<file path="config.mk">
export PLATFORM = sky130hd
export DESIGN_NAME = bfpa_ctrl
export DESIGN_NICKNAME = d
export VERILOG_FILES = /design/src/hw/rtl/bfpa_pkg.sv /design/src/hw/rtl/bfpa_ctrl.sv
export SDC_FILE = /design/constraint.sdc
export NUM_CORES = 1
export LEC_CHECK = 0
export BUFFER_PORTS_ARGS = -buffer_cell sky130_fd_sc_hd__buf_2
export CORE_MARGIN = 2
export CORE_UTILIZATION = 45
export DETAILED_ROUTE_END_ITERATION = 8
export PLACE_DENSITY = 0.77
export SYNTH_ARGS = -nofsm -noshare
export SYNTH_HDL_FRONTEND = slang
export SYNTH_SLANG_ARGS = --single-unit
</file>
<file path="constraint.sdc">
create_clock -name clk -period 1.45 [get_ports clk]
set_input_delay 0.145 -clock clk [delete_from_list [all_inputs] [get_ports clk]]
set_output_delay 0.145 -clock clk [all_outputs]
set_load 0.05 [all_outputs]
</file>
<file path="src/hw/rtl/bfpa_pkg.sv">
`timescale 1ns / 1ps
// ----------------------------------------------------------------------------
// bfpa_pkg
// Shared constants, codes and controller/datapath interface types.
// ----------------------------------------------------------------------------
package bfpa_pkg;

  localparam int POOL_BYTES    = 4096;
  localparam int GRANULE_BYTES = 8;
  localparam int HEADER_BYTES  = 32;
  localparam int NGRAN         = POOL_BYTES / GRANULE_BYTES;
  localparam int GW            = $clog2(NGRAN);
  localparam int SZW           = GW + 1;
  localparam int GSH           = $clog2(GRANULE_BYTES);

  localparam logic [2:0] ADDR_MIN_SPLIT = 3'd0;

  typedef enum logic [1:0] {
    ST_OK      = 2'd0,
    ST_NOFIT   = 2'd1,
    ST_BADREQ  = 2'd2,
    ST_BADFREE = 2'd3
  } status_t;

  typedef enum logic [3:0] {
    OP_NONE,
    OP_LOAD,
    OP_READ,
    OP_READ_NEXT,
    OP_ALLOC_EVAL,
    OP_ALLOC_WR1,
    OP_ALLOC_WR2,
    OP_FREE_EVAL,
    OP_FREE_HIT,
    OP_FREE_NLATCH,
    OP_FREE_WRITE,
    OP_STAT_INIT,
    OP_STAT_EVAL,
    OP_RESULT
  } op_t;

  typedef struct packed {
    op_t     op;
    logic    set_st;
    status_t st;
  } cmd_t;

  typedef struct packed {
    logic alloc;
    logic bad_req;
    logic ptr_end;
    logic ptr_hit;
    logic ptr_past;
    logic cur_used;
    logic best_ok;
    logic do_split;
    logic next_in_pool;
    logic out_free;
  } flags_t;

endpackage

</file>
<file path="src/hw/rtl/bfpa_ctrl.sv">
`timescale 1ns / 1ps
// ----------------------------------------------------------------------------
// bfpa_ctrl
// Sequencer for allocate, free and the statistics walk over the block chain.
// ----------------------------------------------------------------------------
module bfpa_ctrl (
  input  logic            clk,
  input  logic            rst,
  input  logic            in_valid,
  output logic            in_ready,
  input  bfpa_pkg::flags_t flags,
  output bfpa_pkg::cmd_t   cmd
);

  typedef enum logic [3:0] {
    S_IDLE, S_CHECK, S_A_RD, S_A_EV, S_A_W1, S_A_W2,
    S_F_RD, S_F_EV, S_F_NRD, S_F_NEV, S_F_WR,
    S_S_INIT, S_S_RD, S_S_EV, S_DONE
  } state_t;

  state_t state, state_next;

  always_ff @(posedge clk) begin
    if (rst) begin
      state <= S_IDLE;
    end else begin
      state <= state_next;
    end
  end

  assign in_ready = (state == S_IDLE);

  always_comb begin
    state_next = state;
    cmd.op     = bfpa_pkg::OP_NONE;
    cmd.set_st = 1'b0;
    cmd.st     = bfpa_pkg::ST_OK;
    case (state)
      S_IDLE: begin
        if (in_valid) begin
          cmd.op     = bfpa_pkg::OP_LOAD;
          state_next = S_CHECK;
        end
      end
      S_CHECK: begin
        if (flags.bad_req) begin
          cmd.set_st = 1'b1;
          cmd.st     = flags.alloc ? bfpa_pkg::ST_BADREQ : bfpa_pkg::ST_BADFREE;
          state_next = S_S_INIT;
        end else begin
          state_next = flags.alloc ? S_A_RD : S_F_RD;
        end
      end
      S_A_RD: begin
        if (flags.ptr_end) begin
          if (flags.best_ok) begin
            state_next = S_A_W1;
          end else begin
            cmd.set_st = 1'b1;
            cmd.st     = bfpa_pkg::ST_NOFIT;
            state_next = S_S_INIT;
          end
        end else begin
          cmd.op     = bfpa_pkg::OP_READ;
          state_next = S_A_EV;
        end
      end
      S_A_EV: begin
        cmd.op     = bfpa_pkg::OP_ALLOC_EVAL;
        state_next = S_A_RD;
      end
      S_A_W1: begin
        cmd.op     = bfpa_pkg::OP_ALLOC_WR1;
        cmd.set_st = 1'b1;
        cmd.st     = bfpa_pkg::ST_OK;
        state_next = flags.do_split ? S_A_W2 : S_S_INIT;
      end
      S_A_W2: begin
        cmd.op     = bfpa_pkg::OP_ALLOC_WR2;
        state_next = S_S_INIT;
      end
      S_F_RD: begin
        if (flags.ptr_end || flags.ptr_past) begin
          cmd.set_st = 1'b1;
          cmd.st     = bfpa_pkg::ST_BADFREE;
          state_next = S_S_INIT;
        end else begin
          cmd.op     = bfpa_pkg::OP_READ;
          state_next = S_F_EV;
        end
      end
      S_F_EV: begin
        if (flags.ptr_hit) begin
          if (flags.cur_used) begin
            cmd.op     = bfpa_pkg::OP_FREE_HIT;
            state_next = S_F_NRD;
          end else begin
            cmd.set_st = 1'b1;
            cmd.st     = bfpa_pkg::ST_BADFREE;
            state_next = S_S_INIT;
          end
        end else begin
          cmd.op     = bfpa_pkg::OP_FREE_EVAL;
          state_next = S_F_RD;
        end
      end
      S_F_NRD: begin
        if (flags.next_in_pool) begin
          cmd.op     = bfpa_pkg::OP_READ_NEXT;
          state_next = S_F_NEV;
        end else begin
          state_next = S_F_WR;
        end
      end
      S_F_NEV: begin
        cmd.op     = bfpa_pkg::OP_FREE_NLATCH;
        state_next = S_F_WR;
      end
      S_F_WR: begin
        cmd.op     = bfpa_pkg::OP_FREE_WRITE;
        cmd.set_st = 1'b1;
        cmd.st     = bfpa_pkg::ST_OK;
        state_next = S_S_INIT;
      end
      S_S_INIT: begin
        cmd.op     = bfpa_pkg::OP_STAT_INIT;
        state_next = S_S_RD;
      end
      S_S_RD: begin
        if (flags.ptr_end) begin
          state_next = S_DONE;
        end else begin
          cmd.op     = bfpa_pkg::OP_READ;
          state_next = S_S_EV;
        end
      end
      S_S_EV: begin
        cmd.op     = bfpa_pkg::OP_STAT_EVAL;
        state_next = S_S_RD;
      end
      S_DONE: begin
        if (flags.out_free) begin
          cmd.op     = bfpa_pkg::OP_RESULT;
          state_next = S_IDLE;
        end
      end
      default: begin
        state_next = S_IDLE;
      end
    endcase
  end

endmodule

</file>
==> impl_metrics.py, run 1 <==
metrics = {
    "placed_design": {
        "port_buffers": 20,
        "place_congestion": 1.07,
        "dp_hpwl_um": 2060,
        "place_inst": 159,
    },
    "run_status": {
        "status": "stopped before the end",
        "lastStage": "global routing (5_1_grt)",
        "error": "[ERROR DPL-0033] detailed placement checks failed during check placement.",
    },
    "cts": {
        "clock-sinks": 4,
        "cts.htree.levels": 1,
        "cts_buffers": 3,
        "cts_root_buf": "clkbuf_4",
        "clock_path_buffers": 2,
    },
    "die": {
        "die_h_um": 42.7,
        "rows": 13,
        "io_pins": 21,
        "start_util": 0.499,
        "fp.dieW_um": 42.7,
    },
    "synth": {
        "synthesis.area_um2": 673,
        "ys_warn_count": 0,
        "ys_seq_area_frac": 0.119,
        "yosysTopAreaCellShare": 0.119,
        "synth_area_leaders": "dfxtp_1 12%, nand2_1 7.2%, nor2_1 6.1%",
        "yosys.cell_types.count": 39,
        "syn_nets": 113,
        "synth_seq_cells": 4,
        "syn_avg_cell_area_um2": 6.73,
        "syn_inst": 100,
        "yosys.area.top_type": "dfxtp_1",
    },
    "sta": {
        "worst-ep-kind": "top-level output",
        "worst_endpoint": "cmd[2]",
    },
    "global_routing": {
        "grt_max_degree": 11,
        "antenna_found_initial": 0,
    },
}
cell families after synthesis:
logic type             count (synthesis)  synth area share
DFF                                    4             0.119
buffers and inverters                 12             0.110
AOI/OAI and AO/OA                     38             0.411
and+or+nand+nor                       46             0.361
synth_stat cells (all sizes together):
library cell and n:
a211oi 2, a22oi 1, nand2 13, a41oi 2, nand2b 4, a31oi 6, o221ai 1, inv 5
or2 1, nand3 3, a2bb2oi 1, a32o 1, o211ai 3, clkbuf 1, and3 2, o2bb2ai 1
a21o 1, a21oi 3, nor2b 3, o21ai 9, nand3b 1, a211o 2, nand4b 1, a32oi 1
dfxtp 4, a41o 1, nor3 5, or3 1, o32a 2, nor2 11, o311ai 1, and2b 1
buf 6
per-stage QoR:
stage / setup slack [ns] / instance area, um2
floorplan: -0.268 / 726
global placement: -0.0871 / 1010
detailed placement: -0.0878 / 1010
CTS: -0.147 / 1220
timing repair:
action	CTS
pin swaps	10
buffers inserted	7
hold buffers	0
gates resized for setup	42
setup endpoints to repair	8
==> inputs of run 2 (changes only) <==
--- a/config.mk
+++ b/config.mk
@@ -6,10 +6,10 @@
 export NUM_CORES = 1
 export LEC_CHECK = 0
 export BUFFER_PORTS_ARGS = -buffer_cell sky130_fd_sc_hd__buf_2
-export CORE_MARGIN = 2
-export CORE_UTILIZATION = 45
+export CORE_AREA = 2 2 63 65
 export DETAILED_ROUTE_END_ITERATION = 8
-export PLACE_DENSITY = 0.77
+export DIE_AREA = 0 0 65 67
+export PLACE_DENSITY_LB_ADDON = 0.15
 export SYNTH_ARGS = -nofsm -noshare
 export SYNTH_HDL_FRONTEND = slang
 export SYNTH_SLANG_ARGS = --single-unit
==> impl_metrics.py, run 2 <==
metrics = {
    "cells_and_area": {
        "final_net_count": 174,
        "reg.largest.list": "state (4)",
        "final_cell_mix": "37 x buf_4, 13 x buf_2, 11 x nand2_1",
        "largest_register": "state",
        "layout_commonest_cell": "buf_4",
        "antenna_cells": 0,
        "final_util": 0.383,
        "drive_above_1_share": 0.604,
        "areaGrowthSynthToFinish_pct": 105,
        "largest_reg_flops": 4,
    },
    "sta": {
        "skew_ns": 0.00138,
        "hold_ws_ns": 0.153,
        "setup_ws_ns": -0.163,
        "worst_pin_slew_ns": 0.361,
        "period_minus_slack_ns": 1.61,
        "post-route-period-util": 1.11,
        "maxSlewViolCount": 0,
        "setup_violations": 9,
        "finalHoldViolCount": 0,
        "slew_headroom": 0.757,
        "rsz0062_at_grt": "true",
        "fmax_mhz": 620,
    },
    "cts": {
        "clock_path_buffers": 2,
        "clock-sinks": 4,
        "cts_buffers": 3,
        "cts.htree.levels": 1,
        "path_clk_slew_ns": 0.03,
        "insertion_delay_ns": 0.21,
        "cts_tree": "done",
        "cts_root_buf": "clkbuf_8",
    },
    "die": {
        "rows": 22,
        "die-area_um2": 4360,
        "fp.dieW_um": 65,
        "io_pins": 21,
        "fp.coreArea_um2": 3610,
        "die_h_um": 67,
        "start_util": 0.187,
    },
    "synth": {
        "async_flop_share": 0,
        "synth_fa_ha_area_frac": 0,
        "ys_seq_area_frac": 0.119,
        "synth-simple-area-share": 0.361,
        "synth-edff-count": 0,
        "yosys.area.top_type": "dfxtp_1",
        "synth_compound_area_frac": 0.411,
        "synth_area_leaders": "dfxtp_1 12%, nand2_1 7.2%, nor2_1 6.1%",
        "syn_nets": 113,
        "yosys-top-cells-count": "13 x nand2_1, 11 x nor2_1, 8 x o21ai_0",
        "synth_top_family_by_area": "compound AO/OA/AOI/OAI gates",
        "syn_avg_cell_area_um2": 6.73,
        "synthFlopType": "dfxtp_1",
        "yosys.cell_types.count": 39,
        "ys_warn_count": 0,
        "yosysTopAreaCellShare": 0.119,
        "syn_inst": 100,
        "yosysMostFrequentCell": "nand2_1",
        "synth_seq_cells": 4,
        "muxShareOfSynthArea": 0,
        "synth_xor_area_frac": 0,
        "synthesis.area_um2": 673,
    },
    "route": {
        "route.detailed.drc": 0,
        "routed_wirelength_um": 3190,
        "vias_per_cell": 4.89,
        "drt_iter0_drc": 35,
        "vias": 1013,
        "drtAntennaViolNets": 0,
        "wire_per_inst_um": 15.4,
        "drt-pass1-iter-count": 4,
    },
    "job": {
        "maxCapViolations": 0,
    },
    "hold_path": {
        "hp-start": "rst",
        "hp-class": "input port to register",
        "hold_path_end": "state[3]$_SDFFE_PP0P_",
        "whs_path_depth": 2,
    },
    "placed_design": {
        "dp_slack_ns": -0.283,
        "place_congestion": 0.821,
        "dp_hpwl_um": 2390,
        "port_buffers": 20,
    },
    "global_routing": {
        "antenna_found_initial": 0,
        "grt_overflow": 0,
        "grtUsageTotal": 0.150,
        "grt_max_degree": 11,
        "grt_pass1_wl_um": 4990,
        "grt_pass1_vias": 1023,
    },
    "setup_path": {
        "cp-end-kind": "output pin",
        "reg2regPathDepth": 5,
        "worst_setup_path_start_kind": "register",
        "path_max_fanout": 4,
        "arrival_ns": 1.47,
        "cp_slowest_cell": "dfxtp_2",
        "cpMostUsedCell": "buf_6",
        "critPathKind": "register to output pin",
        "r2r-end": "state[3]$_SDFFE_PP0P_",
        "cp_slowest_stage_delay_ns": 0.34,
        "reg2reg_from": "state[2]$_SDFFE_PP0P_",
        "path_cells": "buf_6, inv_4, buf_6, a211o_1, o211ai_1, o21ai_1, buf_6",
        "ff2ff_setup_slack_ns": 0,
        "cp.required_ns": 1.31,
    },
    "pwr": {
        "powerDensity_nw_per_um2": 2050,
        "vdd_drop_max_uv": 518,
        "p_leak_nw": 0.596,
        "power_mw": 2.83,
    },
    "run_status": {
        "violations": "negative setup slack",
        "status": "finished with violations",
    },
}
run 2: cell counts after synthesis:
No cell type changed its count.
run 2: cells by family after synthesis:
family | after synthesis
and+or+nand+nor | 46
buffers and inverters | 12
AOI/OAI and AO/OA | 38
DFF | 4
run 2: worst max-delay path by stage:
| stage | from | to | slack (ns) | depth (start not counted) |
|---|---|---|---|---|
| after floorplan | state[3]$_SDFFE_PP0P_ | cmd[2] | -0.27 | 5 |
| after global placement | state[1]$_SDFFE_PP0P_ | cmd[2] | -0.37 | 4 |
| after detailed placement | state[1]$_SDFFE_PP0P_ | cmd[2] | -0.28 | 5 |
| after CTS | state[0]$_SDFFE_PP0P_ | cmd[3] | -0.16 | 6 |
| after global routing | state[1]$_SDFFE_PP0P_ | cmd[2] | -0.22 | 5 |
| final | state[0]$_SDFFE_PP0P_ | cmd[6] | -0.16 | 7 |
run 2: per-layer routing:
layer  vias to the layer above  global-route usage  wire length, um
met5                         -                   0                0
met1                       497               0.179             1370
met4                         0              0.0452               23
met3                         2              0.0287               84
li1                        496                   -                -
met2                        18               0.271             1720
run 2: repair_timing:
item / 4_1_cts / 5_1_grt
buffers inserted: 5 / 3
gates resized for setup: 35 / 13
cloned: 0 / 0
pin swaps: 7 / 6
setup endpoints to repair: 11 / 10
hold buffers: 0 / 0
endpoints found under the hold margin: 0 / 0
run 2: final cells by class:
| class | instances | area, um2 |
|---|---|---|
| tap | 48 | 60.1 |
| sequential | 4 | 92.6 |
| timing repair buffer | 63 | 505 |
| multi-input combinational | 84 | 659 |
| clock buffer | 3 | 41.3 |
| inverter | 5 | 21.3 |
| fill | 374 | 2230 |
run 2: critical path: cells and delay by family, from the launching register on:
kind,cells,cell delay [ns]
DFF,1,0.34
buffers and inverters,4,0.44
AOI/OAI and AO/OA,3,0.47
run 2: stage by stage:
stage	cells	setup TNS, ns	area (um2)
6_report	207	-1.00	1380
5_1_grt	207	-1.47	1380
3_5_place_dp	197	-1.36	1100
4_1_cts	205	-0.930	1290
2_1_floorplan	100	-0.628	726
3_3_place_gp	197	-1.92	1100
run 2: power breakdown:
part	switching (mW)	internal, mW	total (mW)
clock network	0.0563	0.177	0.233
logic	1.23	1.10	2.32
registers	0.105	0.171	0.276
Note: power is estimated with default switching activity, not from simulation.
